### config.mk
export PLATFORM = sky130hd
export DESIGN_NAME = utf16_to_utf8_encoder
export DESIGN_NICKNAME = d
export VERILOG_FILES = /design/src/sv/utf_pkg.sv /design/src/sv/utf_front.sv /design/src/sv/utf_queue.sv /design/src/sv/utf_back.sv /design/src/sv/utf16_to_utf8_encoder.sv
export SDC_FILE = /design/constraint.sdc
export NUM_CORES = 1
export LEC_CHECK = 0
export BUFFER_PORTS_ARGS = -buffer_cell sky130_fd_sc_hd__buf_2
export CORE_ASPECT_RATIO = 1.75
export CORE_MARGIN = 3
export CORE_UTILIZATION = 52
export DETAILED_ROUTE_END_ITERATION = 16
export HOLD_SLACK_MARGIN = 0.12
export PLACE_DENSITY = 0.75
export SYNTH_ARGS = -nofsm -noshare
export SYNTH_HDL_FRONTEND = slang
export SYNTH_SLANG_ARGS = --single-unit
export TNS_END_PERCENT = 1
### constraint.sdc
create_clock -name clock -period 4.8 [get_ports clock]
set_clock_uncertainty 0.2 [all_clocks]
set_input_delay 0.24 -clock clock [delete_from_list [all_inputs] [get_ports clock]]
set_output_delay 0.24 -clock clock [all_outputs]
set_load 0.01 [all_outputs]
### src/sv/utf_pkg.sv
// ----------------------------------------------------------------------------
// utf_pkg: shared types and constants for the UTF-16 to UTF-8 encoder
// Holds the code unit entry passed between front and back, the byte
// constants and the encoding function.
// ----------------------------------------------------------------------------
package utf_pkg;

   localparam logic [7:0] BOM_FIRST  = 8'hFF;
   localparam logic [7:0] BOM_SECOND = 8'hFE;
   localparam logic [7:0] LEAD_TWO   = 8'hC0;
   localparam logic [7:0] LEAD_THREE = 8'hE0;
   localparam logic [7:0] CONT_MARK  = 8'h80;
   localparam logic [15:0] MAX_ONE   = 16'h007F;
   localparam logic [15:0] MAX_TWO   = 16'h07FF;

   // Byte counts of an encoded code unit.
   localparam logic [1:0] CNT_ONE   = 2'd1;
   localparam logic [1:0] CNT_TWO   = 2'd2;
   localparam logic [1:0] CNT_THREE = 2'd3;

   // CSR map
   localparam logic REG_NUL_AS_TWO_BYTES = 1'b0;

   typedef struct packed {
      logic [2:0][7:0] bytes;   // bytes[0] goes out first
      logic [1:0]      count;   // 1 to 3
   } unit_entry_type;

   function automatic unit_entry_type encode_unit(input logic [15:0] unit,
                                                  input logic       nul_two);
      unit_entry_type e;
      e.bytes = '0;
      e.count = CNT_ONE;
      if (unit == 16'h0000) begin
         if (nul_two) begin
            e.bytes[0] = LEAD_TWO;
            e.bytes[1] = CONT_MARK;
            e.count    = CNT_TWO;
         end
      end else if (unit <= MAX_ONE) begin
         e.bytes[0] = unit[7:0];
      end else if (unit <= MAX_TWO) begin
         e.bytes[0] = LEAD_TWO | {3'b000, unit[10:6]};
         e.bytes[1] = CONT_MARK | {2'b00, unit[5:0]};
         e.count    = CNT_TWO;
      end else begin
         e.bytes[0] = LEAD_THREE | {4'b0000, unit[15:12]};
         e.bytes[1] = CONT_MARK | {2'b00, unit[11:6]};
         e.bytes[2] = CONT_MARK | {2'b00, unit[5:0]};
         e.count    = CNT_THREE;
      end
      return e;
   endfunction

endpackage

### src/sv/utf_front.sv
// ----------------------------------------------------------------------------
// utf_front: byte pairing, byte order detection and unit encoding
// Pairs input bytes into 16-bit units, drops a leading FF FE mark and
// writes each encoded unit into the queue.
// ----------------------------------------------------------------------------
module utf_front import utf_pkg::*; (
   input  logic           clock,
   input  logic           reset,
   input  logic           accept,
   input  logic [7:0]     in_byte,
   input  logic           stream_start,
   input  logic           nul_two,
   output logic           wr_en,
   output unit_entry_type wr_data
);

   logic [7:0] held_byte_ff, held_byte_in;
   logic       have_half_ff, have_half_in;
   logic       lsb_first_ff, lsb_first_in;
   logic       first_pair_ff, first_pair_in;

   logic       have_eff, le_eff, first_eff, is_bom;
   logic [15:0] unit;

   always_comb begin
      // stream start clears pairing state before the byte is taken
      have_eff  = have_half_ff & ~stream_start;
      le_eff    = lsb_first_ff & ~stream_start;
      first_eff = first_pair_ff | stream_start;
      is_bom    = (held_byte_ff == BOM_FIRST) && (in_byte == BOM_SECOND);

      held_byte_in  = held_byte_ff;
      have_half_in  = have_eff;
      lsb_first_in  = le_eff;
      first_pair_in = first_eff;
      wr_en         = 1'b0;

      if (!have_eff) begin
         held_byte_in = in_byte;
         have_half_in = 1'b1;
      end else begin
         have_half_in = 1'b0;
         if (first_eff) begin
            first_pair_in = 1'b0;
            lsb_first_in  = is_bom;
            wr_en         = accept & ~is_bom;
         end else begin
            wr_en = accept;
         end
      end

      // first pair that is not a mark is always big-endian
      if (le_eff && !first_eff) begin
         unit = {in_byte, held_byte_ff};
      end else begin
         unit = {held_byte_ff, in_byte};
      end
      wr_data = encode_unit(unit, nul_two);
   end

   always_ff @(posedge clock) begin
      if (reset) begin
         have_half_ff  <= 1'b0;
         lsb_first_ff  <= 1'b0;
         first_pair_ff <= 1'b1;
         held_byte_ff  <= '0;
      end else if (accept) begin
         have_half_ff  <= have_half_in;
         lsb_first_ff  <= lsb_first_in;
         first_pair_ff <= first_pair_in;
         held_byte_ff  <= held_byte_in;
      end
   end

endmodule

### src/sv/utf_queue.sv
// ----------------------------------------------------------------------------
// utf_queue: small register queue of encoded units
// Decouples the pairing front from the byte emitter.
// ----------------------------------------------------------------------------
module utf_queue import utf_pkg::*; #(
   parameter int DEPTH = 4
) (
   input  logic           clock,
   input  logic           reset,
   input  logic           wr_en,
   input  unit_entry_type wr_data,
   output logic           full,
   input  logic           rd_en,
   output unit_entry_type rd_data,
   output logic           empty
);

   localparam int PTR_W = (DEPTH > 1) ? $clog2(DEPTH) : 1;
   localparam int CNT_W = $clog2(DEPTH + 1);
   localparam logic [PTR_W-1:0] LAST_PTR = PTR_W'(DEPTH - 1);
   localparam logic [CNT_W-1:0] FULL_CNT = CNT_W'(DEPTH);

   unit_entry_type   slots_ff [DEPTH];
   logic [PTR_W-1:0] wr_ptr_ff, wr_ptr_in;
   logic [PTR_W-1:0] rd_ptr_ff, rd_ptr_in;
   logic [CNT_W-1:0] count_ff, count_in;
   logic             do_wr, do_rd;

   always_comb begin
      full    = (count_ff == FULL_CNT);
      empty   = (count_ff == '0);
      do_wr   = wr_en & ~full;
      do_rd   = rd_en & ~empty;
      rd_data = slots_ff[rd_ptr_ff];

      wr_ptr_in = wr_ptr_ff;
      if (do_wr) begin
         wr_ptr_in = (wr_ptr_ff == LAST_PTR) ? '0 : wr_ptr_ff + PTR_W'(1);
      end
      rd_ptr_in = rd_ptr_ff;
      if (do_rd) begin
         rd_ptr_in = (rd_ptr_ff == LAST_PTR) ? '0 : rd_ptr_ff + PTR_W'(1);
      end
      count_in = count_ff;
      if (do_wr && !do_rd) begin
         count_in = count_ff + CNT_W'(1);
      end else if (do_rd && !do_wr) begin
         count_in = count_ff - CNT_W'(1);
      end
   end

   always_ff @(posedge clock) begin
      if (reset) begin
         wr_ptr_ff <= '0;
         rd_ptr_ff <= '0;
         count_ff  <= '0;
      end else begin
         wr_ptr_ff <= wr_ptr_in;
         rd_ptr_ff <= rd_ptr_in;
         count_ff  <= count_in;
      end
   end

   always_ff @(posedge clock) begin
      if (do_wr) begin
         slots_ff[wr_ptr_ff] <= wr_data;
      end
   end

endmodule

### src/sv/utf_back.sv
// ----------------------------------------------------------------------------
// utf_back: byte emitter
// Walks the bytes of the queue head, one per cycle while the output is
// not stalled, into the output register.
// ----------------------------------------------------------------------------
module utf_back import utf_pkg::*; (
   input  logic           clock,
   input  logic           reset,
   input  unit_entry_type head,
   input  logic           head_empty,
   output logic           head_pop,
   input  logic           pop,
   output logic           empty,
   output logic [7:0]     out_byte,
   output logic           last_of_char
);

   logic       out_valid_ff;
   logic [7:0] out_byte_ff;
   logic       out_last_ff;
   logic [1:0] idx_ff, idx_in;
   logic       load, is_last;

   always_comb begin
      load     = ~head_empty & (~out_valid_ff | pop);
      is_last  = (idx_ff == head.count - 2'd1);
      head_pop = load & is_last;
      idx_in   = idx_ff;
      if (load) begin
         idx_in = is_last ? 2'd0 : idx_ff + 2'd1;
      end
   end

   always_ff @(posedge clock) begin
      if (reset) begin
         out_valid_ff <= 1'b0;
         idx_ff       <= 2'd0;
      end else begin
         idx_ff <= idx_in;
         if (load) begin
            out_valid_ff <= 1'b1;
         end else if (pop) begin
            out_valid_ff <= 1'b0;
         end
      end
   end

   always_ff @(posedge clock) begin
      if (load) begin
         out_byte_ff <= head.bytes[idx_ff];
         out_last_ff <= is_last;
      end
   end

   assign empty        = ~out_valid_ff;
   assign out_byte     = out_byte_ff;
   assign last_of_char = out_last_ff;

endmodule

### src/sv/utf16_to_utf8_encoder.sv
// ----------------------------------------------------------------------------
// utf16_to_utf8_encoder: UTF-16 byte stream to UTF-8 byte stream
// Pairs bytes into code units (FF FE at stream start selects little-endian)
// and emits each unit as 1 to 3 UTF-8 bytes.
// ----------------------------------------------------------------------------
//
//  Channel   Direction  Handshake         Payload
//  -------   ---------  ----------------  ----------------------------------
//  req       in         push / full       req_in_byte, req_stream_start
//  rsp       out        empty / pop       rsp_out_byte, rsp_last_of_char
//  csr       in/out     APB, pready = 1   bit 0 at 0x0: nul_as_two_bytes
//
//  An input byte is taken whenever the queue has room; the encoded unit
//  lands in the queue at the edge that takes its second byte, so the front
//  hands over at most one unit for every two input bytes.
//  The back emits one UTF-8 byte per cycle while the output is not stalled,
//  and each unit yields 1 to 3 bytes, so for three-byte text the emitter
//  sets the sustained input rate.
//  empty falls at the clock edge after the edge that takes the byte which
//  completes a unit.
//  Reset (synchronous) empties the queue and output register, selects
//  big-endian and arms the byte order mark check; no clearing pass.
//  full rises only while the queue holds QUEUE_DEPTH units; a stalled
//  output keeps accepting bytes until then.
// ----------------------------------------------------------------------------
module utf16_to_utf8_encoder import utf_pkg::*; #(
   parameter int QUEUE_DEPTH = 4
) (
   input  logic        clock,
   input  logic        reset,
   // input items
   input  logic        push,
   output logic        full,
   input  logic [7:0]  req_in_byte,
   input  logic        req_stream_start,
   // result items
   output logic        empty,
   input  logic        pop,
   output logic [7:0]  rsp_out_byte,
   output logic        rsp_last_of_char,
   // control registers
   input  logic        psel,
   input  logic        penable,
   input  logic        pwrite,
   input  logic [2:0]  paddr,
   input  logic [31:0] pwdata,
   output logic [31:0] prdata,
   output logic        pready
);

   logic           nul_two_ff;
   logic           accept;
   logic           wr_en, q_full, q_empty, q_pop;
   unit_entry_type wr_data, head;

   // CSR: single register decoded on paddr[2] only; 0x4 to 0x7 read zero and ignore writes
   assign pready = 1'b1;
   always_ff @(posedge clock) begin
      if (reset) begin
         nul_two_ff <= 1'b0;
      end else if (psel && penable && pwrite && pready
                   && (paddr[2] == REG_NUL_AS_TWO_BYTES)) begin
         nul_two_ff <= pwdata[0];
      end
   end
   assign prdata = (paddr[2] == REG_NUL_AS_TWO_BYTES) ? {31'd0, nul_two_ff} : 32'd0;

   // front takes a byte whenever the queue has room
   assign full   = q_full;
   assign accept = push & ~q_full;

   utf_front u_front (
      .clock        (clock),
      .reset        (reset),
      .accept       (accept),
      .in_byte      (req_in_byte),
      .stream_start (req_stream_start),
      .nul_two      (nul_two_ff),
      .wr_en        (wr_en),
      .wr_data      (wr_data)
   );

   utf_queue #(
      .DEPTH (QUEUE_DEPTH)
   ) u_queue (
      .clock   (clock),
      .reset   (reset),
      .wr_en   (wr_en),
      .wr_data (wr_data),
      .full    (q_full),
      .rd_en   (q_pop),
      .rd_data (head),
      .empty   (q_empty)
   );

   utf_back u_back (
      .clock        (clock),
      .reset        (reset),
      .head         (head),
      .head_empty   (q_empty),
      .head_pop     (q_pop),
      .pop          (pop),
      .empty        (empty),
      .out_byte     (rsp_out_byte),
      .last_of_char (rsp_last_of_char)
   );

endmodule

==> impl_metrics.csv, run 1 <==
group,metric,value,unit
grt,overflow,0,
finish,final_cell_area,0.006623,mm²
synth,synth_top_area_share,54.40,%
hold_path,min_path_type,"register to register",
sta,rsz0062_at_grt,"no",
worst_setup_path,crit_top_cell,"inv_1",
sta,worstMarginPinSlew,1220,ps
synth,synth_edf_count,101,
synth,yosys.area_share.simple,7.383,%
synth,avgSynthCellArea,14.91,µm²
worst_setup_path,path_max_fanout,23,
synth,synth_xor_area_share,0.6059,%
worst_setup_path,cp.required,4940,ps
sta,relSlewSlack,18.63,%
place,io_buffers,29,
floorplanning,rows,49,
synth,yosysTopAreaCell,"edfxtp_1",
synth,ys_async_sr_fraction,0,%
worst_setup_path,cpMaxStageDelayCell,"or4_4",
synth,synth_cell_types,49,
floorplanning,core_area,0.01036,mm²
place,place_hpwl,6453,µm
synth,synthTopCellsByArea,"edfxtp_1, mux4_2, dfxtp_1, mux2i_1, buf_4",
synth,synth_ff_type,"edfxtp_1",
clock_tree,cts_htree_levels,4,
drt,wl_met1,3741,µm
clock_tree,root_buffer,"clkbuf_16",
drt,wl_met2,5741,µm
synth,ys_seq_elements,125,
drt,maxUsedRoutingLayer,"met4",
worst_setup_path,cp_top_family,"simple AND/OR/NAND/NOR gates",
worst_setup_path,crit_path_max_incr_delay,450,ps
sta,hold_ws,295.8,ps
place,place_congestion,0.8227,
finish,syn_to_final_growth,18.78,%
drt,wl_met3,522,µm
finish,num-fill-cells,738,
synth,synth_top_family_by_area,"multiplexers",
synth,synthesis.area,0.005575,mm²
finish,nNetsFinal,496,
sta,period_share,64.27,%
drt,drt-wirelength-per-cell,17.78,µm
clock_tree,clk_pin_slew,50,ps
clock_tree,cts_buffer_depth,2,
sta,tns,0,ps
floorplanning,die_y,143.0,µm
grt,grt_pass1_wl,16990,µm
drt,ant_nets,0,
synth,synth_mux_area_share,16.00,%
pwr,max-vdd-ir-drop,0.3298,mV
synth,netlist_top_cells_count,"edfxtp_1, mux2i_1, buf_4",
synth,synth_cells,374,
drt,drt_iter0_drc,174,
synth,post_synth_fa_ha_maj_area_fraction,1.706,%
grt,grt_max_degree,24,
worst_setup_path,setup.worst_path.class,"register to register",
place,placedCellCount,522,
clock_tree,numClockSinks,125,
sta,slew_violations,0,
finish,stdcell_count,578,
finish,layout-drive-gt1-share,21.06,%
worst_setup_path,cp.arrival,3220,ps
sta,hold_viol_final,0,
pwr,p_leak,2.444,nW
clock_tree,worstSkewPairLatency,410,ps
worst_setup_path,start_kind,"register",
floorplanning,io_pins,95,
job,maxCapViolations,0,
clock_tree,cts_repair_resize_count,0,
worst_setup_path,end_kind,"register",
drt,firstDrtPassIters,4,
drt,viasPerCell,5.562,
synth,ys_seq_area_share,63.02,%
drt,vias,3215,
place,placed_area,0.005753,mm²
place,pre_cts_slack,1706,ps
sta,max_freq,324.1,MHz
pwr,powerDensity,505.4,mW/mm²
floorplanning,start_util,53.81,%
synth,synth_compound_area_share,4.578,%
sta,setup_violations,0,
sta,fin_crit,3085,ps
finish,antennaDiodeCount,0,
drt,wl,10280,µm
synth,ys_warn_count,0,
floorplanning,die_x,84.28,µm
drt,drc,0,
grt,antenna_found_initial,0,
clock_tree,cts_tree,"done",
floorplanning,dieArea,0.01205,mm²
synth,yosysMostFrequentCell,"edfxtp_1",
sta,worst_slack,1715,ps
worst_setup_path,crit_chain,"buf_4 -> mux4_2 -> or4_4 -> mux2i_4 -> inv_1 -> ha_1 -> inv_1 -> fa_1 -> xor2_1 -> or3_1 -> a21oi_1",
clock_tree,cts_buffers,17,
clock_tree,postCtsSetupRepairBufs,0,
grt,grt.total_usage,18.92,%
worst_setup_path,path_buf_inv,3,
outcome,outcome,"finished clean",
grt,first_global_vias,3359,
==> area by class of cell <==
| type | count | area [µm²] | area share, % |
|---|---|---|---|
| well taps | 127 | 158.9 | 2.399 |
| repair buffers | 60 | 437.9 | 6.613 |
| clock buffers | 19 | 432.9 | 6.537 |
| multi-input cells | 217 | 1819 | 27.47 |
| inverters | 17 | 63.81 | 0.9635 |
| flip-flops and latches | 125 | 3513 | 53.05 |
| clock inverters | 13 | 196.4 | 2.966 |
==> per-layer routing <==
metal	vias to the layer above	global-route usage, %
met3	22	5.889
met4	0	9.576
met2	119	33.89
li1	1488	-
met1	1586	19.79
met5	-	0
==> metrics by stage <==
step                      utilization [%]  power (mW)
final                               63.92       3.347
after floorplan                         -       1.843
after detailed placement            55.52       1.990
after global routing                63.92       3.497
after CTS                           63.92       3.366
after global placement              55.52       1.963
==> repair_timing <==
action                                 CTS  global route
hold buffers                            24             0
endpoints found under the hold margin   34             0
setup endpoints to repair                0             0
==> state kept, by name, summed over array words and instances (netlist names), named ones only <==
| name | cells |
|---|---|
| u_front.first_pair_ff | 1 |
| u_queue.count_ff | 3 |
| u_back.idx_ff | 2 |
| u_back.out_valid_ff | 1 |
| u_back.out_byte | 8 |
| u_front.held_byte_ff | 8 |
| u_queue.slots_ff | 92 |
| u_front.lsb_first_ff | 1 |
| u_front.have_half_ff | 1 |
| u_queue.rd_ptr_ff | 2 |
| nul_two_ff | 1 |
| u_back.last_of_char | 1 |
| u_queue.wr_ptr_ff | 2 |
==> where the power goes <==
part | leakage [nW] | switching (mW) | internal [mW]
Combinational | 1.03 | 0.356 | 0.264
Clock | 0.300 | 0.439 | 0.914
Sequential | 1.11 | 0.0452 | 1.33
Total | 2.44 | 0.840 | 2.51
==> cells in the final DEF, fill, tap and decap left out, types with 4 or more instances in the layout <==
master         synthesis  final
edfxtp_1             101    101
dlygate4sd3_1          0     24
clkbuf_16              0     17
buf_4                 32      7
nand2_1                8      8
and2_1                 5      5
o21ai_0                7      7
mux4_2                23     23
dfxtp_1               24     24
nand4_1                5      5
a221o_1                4      4
conb_1                 2     32
nor2b_1                6      6
inv_1                 16     16
nand2b_1               5      5
clkinv_2               0      4
buf_2                  5     29
a21oi_1                5      5
mux2i_1               34     34
o22ai_1               13     13
ha_1                   6      6
nor2_1                27     27
nor3_1                 7      7
bufinv_16              0      5
==> worst min-delay path, cell delays in order (launching register included) <==
cell and delay [ps]:
dfxtp_1 310, o21ai_0 70, a21oi_1 60
==> logic make-up (layout without fill, tap and decap cells) <==
group | Yosys count | in the layout
other cells | 2 | 32
fa+ha+maj | 7 | 7
simple gates | 77 | 77
compound gates | 39 | 39
buf+inv | 62 | 109
flops | 125 | 125
xor+xnor | 3 | 3
mux | 59 | 59
==> path summary, 6_finish.rpt <==
kind / cells past startpoint / to / from / slack (ps)
worst min register to register: 2 / u_front.lsb_first_ff$_SDFFE_PP0N_ / u_front.lsb_first_ff$_SDFFE_PP0N_ / 300
worst max register to register: 11 / u_queue.count_ff[2]$_SDFFE_PP0P_ / register / 1710
worst max-delay path: 11 / u_queue.count_ff[2]$_SDFFE_PP0P_ / register / 1710
worst min-delay path: 2 / u_front.lsb_first_ff$_SDFFE_PP0N_ / u_front.lsb_first_ff$_SDFFE_PP0N_ / 300
Power figures use the tool's default switching activity.
==> run 2, diff against run 1 <==
--- a/config.mk
+++ b/config.mk
@@ -8,10 +8,10 @@
 export BUFFER_PORTS_ARGS = -buffer_cell sky130_fd_sc_hd__buf_2
 export CORE_ASPECT_RATIO = 1.75
 export CORE_MARGIN = 3
-export CORE_UTILIZATION = 52
+export CORE_UTILIZATION = 51
 export DETAILED_ROUTE_END_ITERATION = 16
 export HOLD_SLACK_MARGIN = 0.12
-export PLACE_DENSITY = 0.75
+export PLACE_DENSITY = 0.76
 export SYNTH_ARGS = -nofsm -noshare
 export SYNTH_HDL_FRONTEND = slang
 export SYNTH_SLANG_ARGS = --single-unit
==> constraint.sdc (replaced) <==
create_clock -name clock -period 2.75 [get_ports clock]
set_clock_uncertainty 0.2 [all_clocks]
set_input_delay 0.1375 -clock clock [delete_from_list [all_inputs] [get_ports clock]]
set_output_delay 0.1375 -clock clock [all_outputs]
set_load 0.01 [all_outputs]
==> impl_metrics.csv, run 2 (same netlist as run 1, synthesis figures left out) <==
group,metric,value,unit
worst_setup_path,r2r_end,"u_queue.count_ff[2]$_SDFFE_PP0P_",
place,place_congestion,0.8479,
pwr,p_int,4.104,mW
worst_setup_path,start_kind,"register",
floorplanning,rows,49,
worst_setup_path,endpoint,"u_queue.count_ff[2]$_SDFFE_PP0P_",
drt,drc,0,
pwr,max-vdd-ir-drop,0.6209,mV
worst_setup_path,path_max_fanout,4,
place,pre_cts_slack,-176.9,ps
sta,period_share,100.7,%
worst_setup_path,crit_top_cell,"inv_2",
drt,ant_nets,0,
drt,vias,3289,
pwr,p_total,5.618,mW
pwr,netSwitchingFraction,26.95,%
floorplanning,core_area,0.01048,mm²
outcome,outcome,"finished, violations left",
worst_setup_path,cp.required,2900,ps
sta,max_freq,361.2,MHz
worst_setup_path,cpMaxStageDelayCell,"mux4_2",
worst_setup_path,crit_path_max_incr_delay,530,ps
clock_tree,cts_tree,"done",
place,place_hpwl,7024,µm
worst_setup_path,path_buf_inv,2,
worst_setup_path,cp.arrival,2920,ps
sta,hold_viol_final,0,
sta,worst_slack,-18.19,ps
sta,fin_crit,2768,ps
worst_setup_path,worstSetupPathDepth,10,
sta,slew_violations,0,
pwr,p_seq_share,42.9,%
worst_setup_path,cp_top_family,"simple AND/OR/NAND/NOR gates",
worst_setup_path,end_kind,"register",
drt,wl,10730,µm
worst_setup_path,crit_chain,"mux4_2 -> or4_4 -> mux2i_4 -> inv_2 -> ha_4 -> inv_2 -> fa_2 -> xor2_1 -> or3_1 -> a21oi_2",
finish,syn_to_final_growth,20.71,%
clock_tree,worstSkewPairLatency,410,ps
floorplanning,start_util,53.18,%
pwr,powerDensity,834.7,mW/mm²
worst_setup_path,ff2ff_setup_slack,-20,ps
floorplanning,dieArea,0.01227,mm²
grt,overflow,0,
place,io_buffers,29,
finish,final_cell_mix,"edfxtp_1, mux2i_1, conb_1",
grt,first_global_vias,3577,
clock_tree,cts_buffers,17,
pwr,p_comb_share,21.6,%
sta,tns,-18.19,ps
drt,firstDrtPassIters,4,
worst_setup_path,worstRegToRegCells,10,
hold_path,min_path_type,"register to register",
grt,antenna_found_initial,0,
grt,grt_max_degree,24,
drt,viasPerCell,5.509,
finish,antennaDiodeCount,0,
floorplanning,die_y,144.3,µm
floorplanning,io_pins,95,
finish,layout-drive-gt1-share,25.53,%
pwr,clock_power_share,35.5,%
floorplanning,die_x,85.04,µm
clock_tree,cts_buffer_depth,2,
finish,num-fill-cells,716,
grt,grt.total_usage,19.13,%
pwr,switching_power,1.514,mW
sta,worstMarginPinSlew,584.2,ps
sta,relSlewSlack,61.05,%
hold_path,holdPathStages,2,
job,maxCapViolations,0,
clock_tree,root_buffer,"clkbuf_16",
outcome,violations,"setup timing",
finish,largest_reg_flops,92,
worst_setup_path,setup.worst_path.class,"register to register",
clock_tree,cts_htree_levels,4,
drt,drt-wirelength-per-cell,17.97,µm
finish,final_common_cell,"edfxtp_1",
sta,setup_violations,1,
finish,top_register,"u_queue.slots_ff",
finish,nNetsFinal,516,
clock_tree,clk_pin_slew,50,ps
grt,grt_pass1_wl,17670,µm
pwr,p_leak,2.500,nW
clock_tree,numClockSinks,125,
sta,rsz0062_at_grt,"yes",
drt,drt_iter0_drc,186,
==> run 2: what timing repair did <==
action                                  4_1_cts  5_1_grt
hold buffers                                 26        0
cloned                                        0        0
endpoints found under the hold margin        42        0
endpoints found under the setup margin        2        3
pin swaps                                     1        0
setup buffers                                 2        1
gates resized for setup                       3        4
==> run 2: final cells by class <==
| cell class | count | area, µm² | area share, % |
|---|---|---|---|
| Clock inverter | 13 | 102.6 | 1.524 |
| Sequential cell | 125 | 3517 | 52.26 |
| Timing Repair Buffer | 80 | 605.6 | 8.998 |
| Multi-Input combinational cell | 217 | 1853 | 27.53 |
| Tap cell | 127 | 158.9 | 2.361 |
| Inverter | 17 | 63.81 | 0.9481 |
| Clock buffer | 18 | 429.2 | 6.377 |
==> run 2: tightest hold or removal path, stage by stage, from the launching register on <==
cell and delay (ps):
dfxtp_1 310, o21ai_0 70, a21oi_1 70
==> run 2: layer usage <==
metal  share of wire, %  track usage (%)
met3                5.5            5.302
met2                 58            35.49
met1                 35            19.31
met4                1.4            9.508
met5                  0                0
==> run 2: how the worst min path moves through the flow <==
stage	start	end	slack, ps
floorplan	reset	u_front.first_pair_ff$_SDFFE_PP1N_	40
global placement	pwdata[0]	nul_two_ff$_SDFFE_PP0P_	170
detailed placement	pwdata[0]	nul_two_ff$_SDFFE_PP0P_	200
CTS	u_front.lsb_first_ff$_SDFFE_PP0N_	u_front.lsb_first_ff$_SDFFE_PP0N_	310
global route	u_front.lsb_first_ff$_SDFFE_PP0N_	u_front.lsb_first_ff$_SDFFE_PP0N_	350
finish	u_front.lsb_first_ff$_SDFFE_PP0N_	u_front.lsb_first_ff$_SDFFE_PP0N_	310
==> run 2: stage by stage <==
stage | utilization [%] | instance area (µm²) | std cells | hold WS (ps)
final | 64.20 | 6730 | 597 | 305.3
after global routing | 64.20 | 6730 | 597 | 352.4
after floorplan | - | 5704 | 404 | 42.32
after CTS | 63.96 | 6705 | 596 | 308.0
after detailed placement | 56.22 | 5894 | 537 | 196.4
after global placement | 56.22 | 5894 | 537 | 168.0
==> run 2: power groups by stage <==
stage,clock (mW),sequential (mW),combinational (mW)
after detailed placement,0,2.45,1.13
final,2.00,2.41,1.21
after global placement,0,2.43,1.09
after global routing,2.11,2.43,1.33
after floorplan,0,2.46,0.768
after CTS,2.02,2.41,1.20
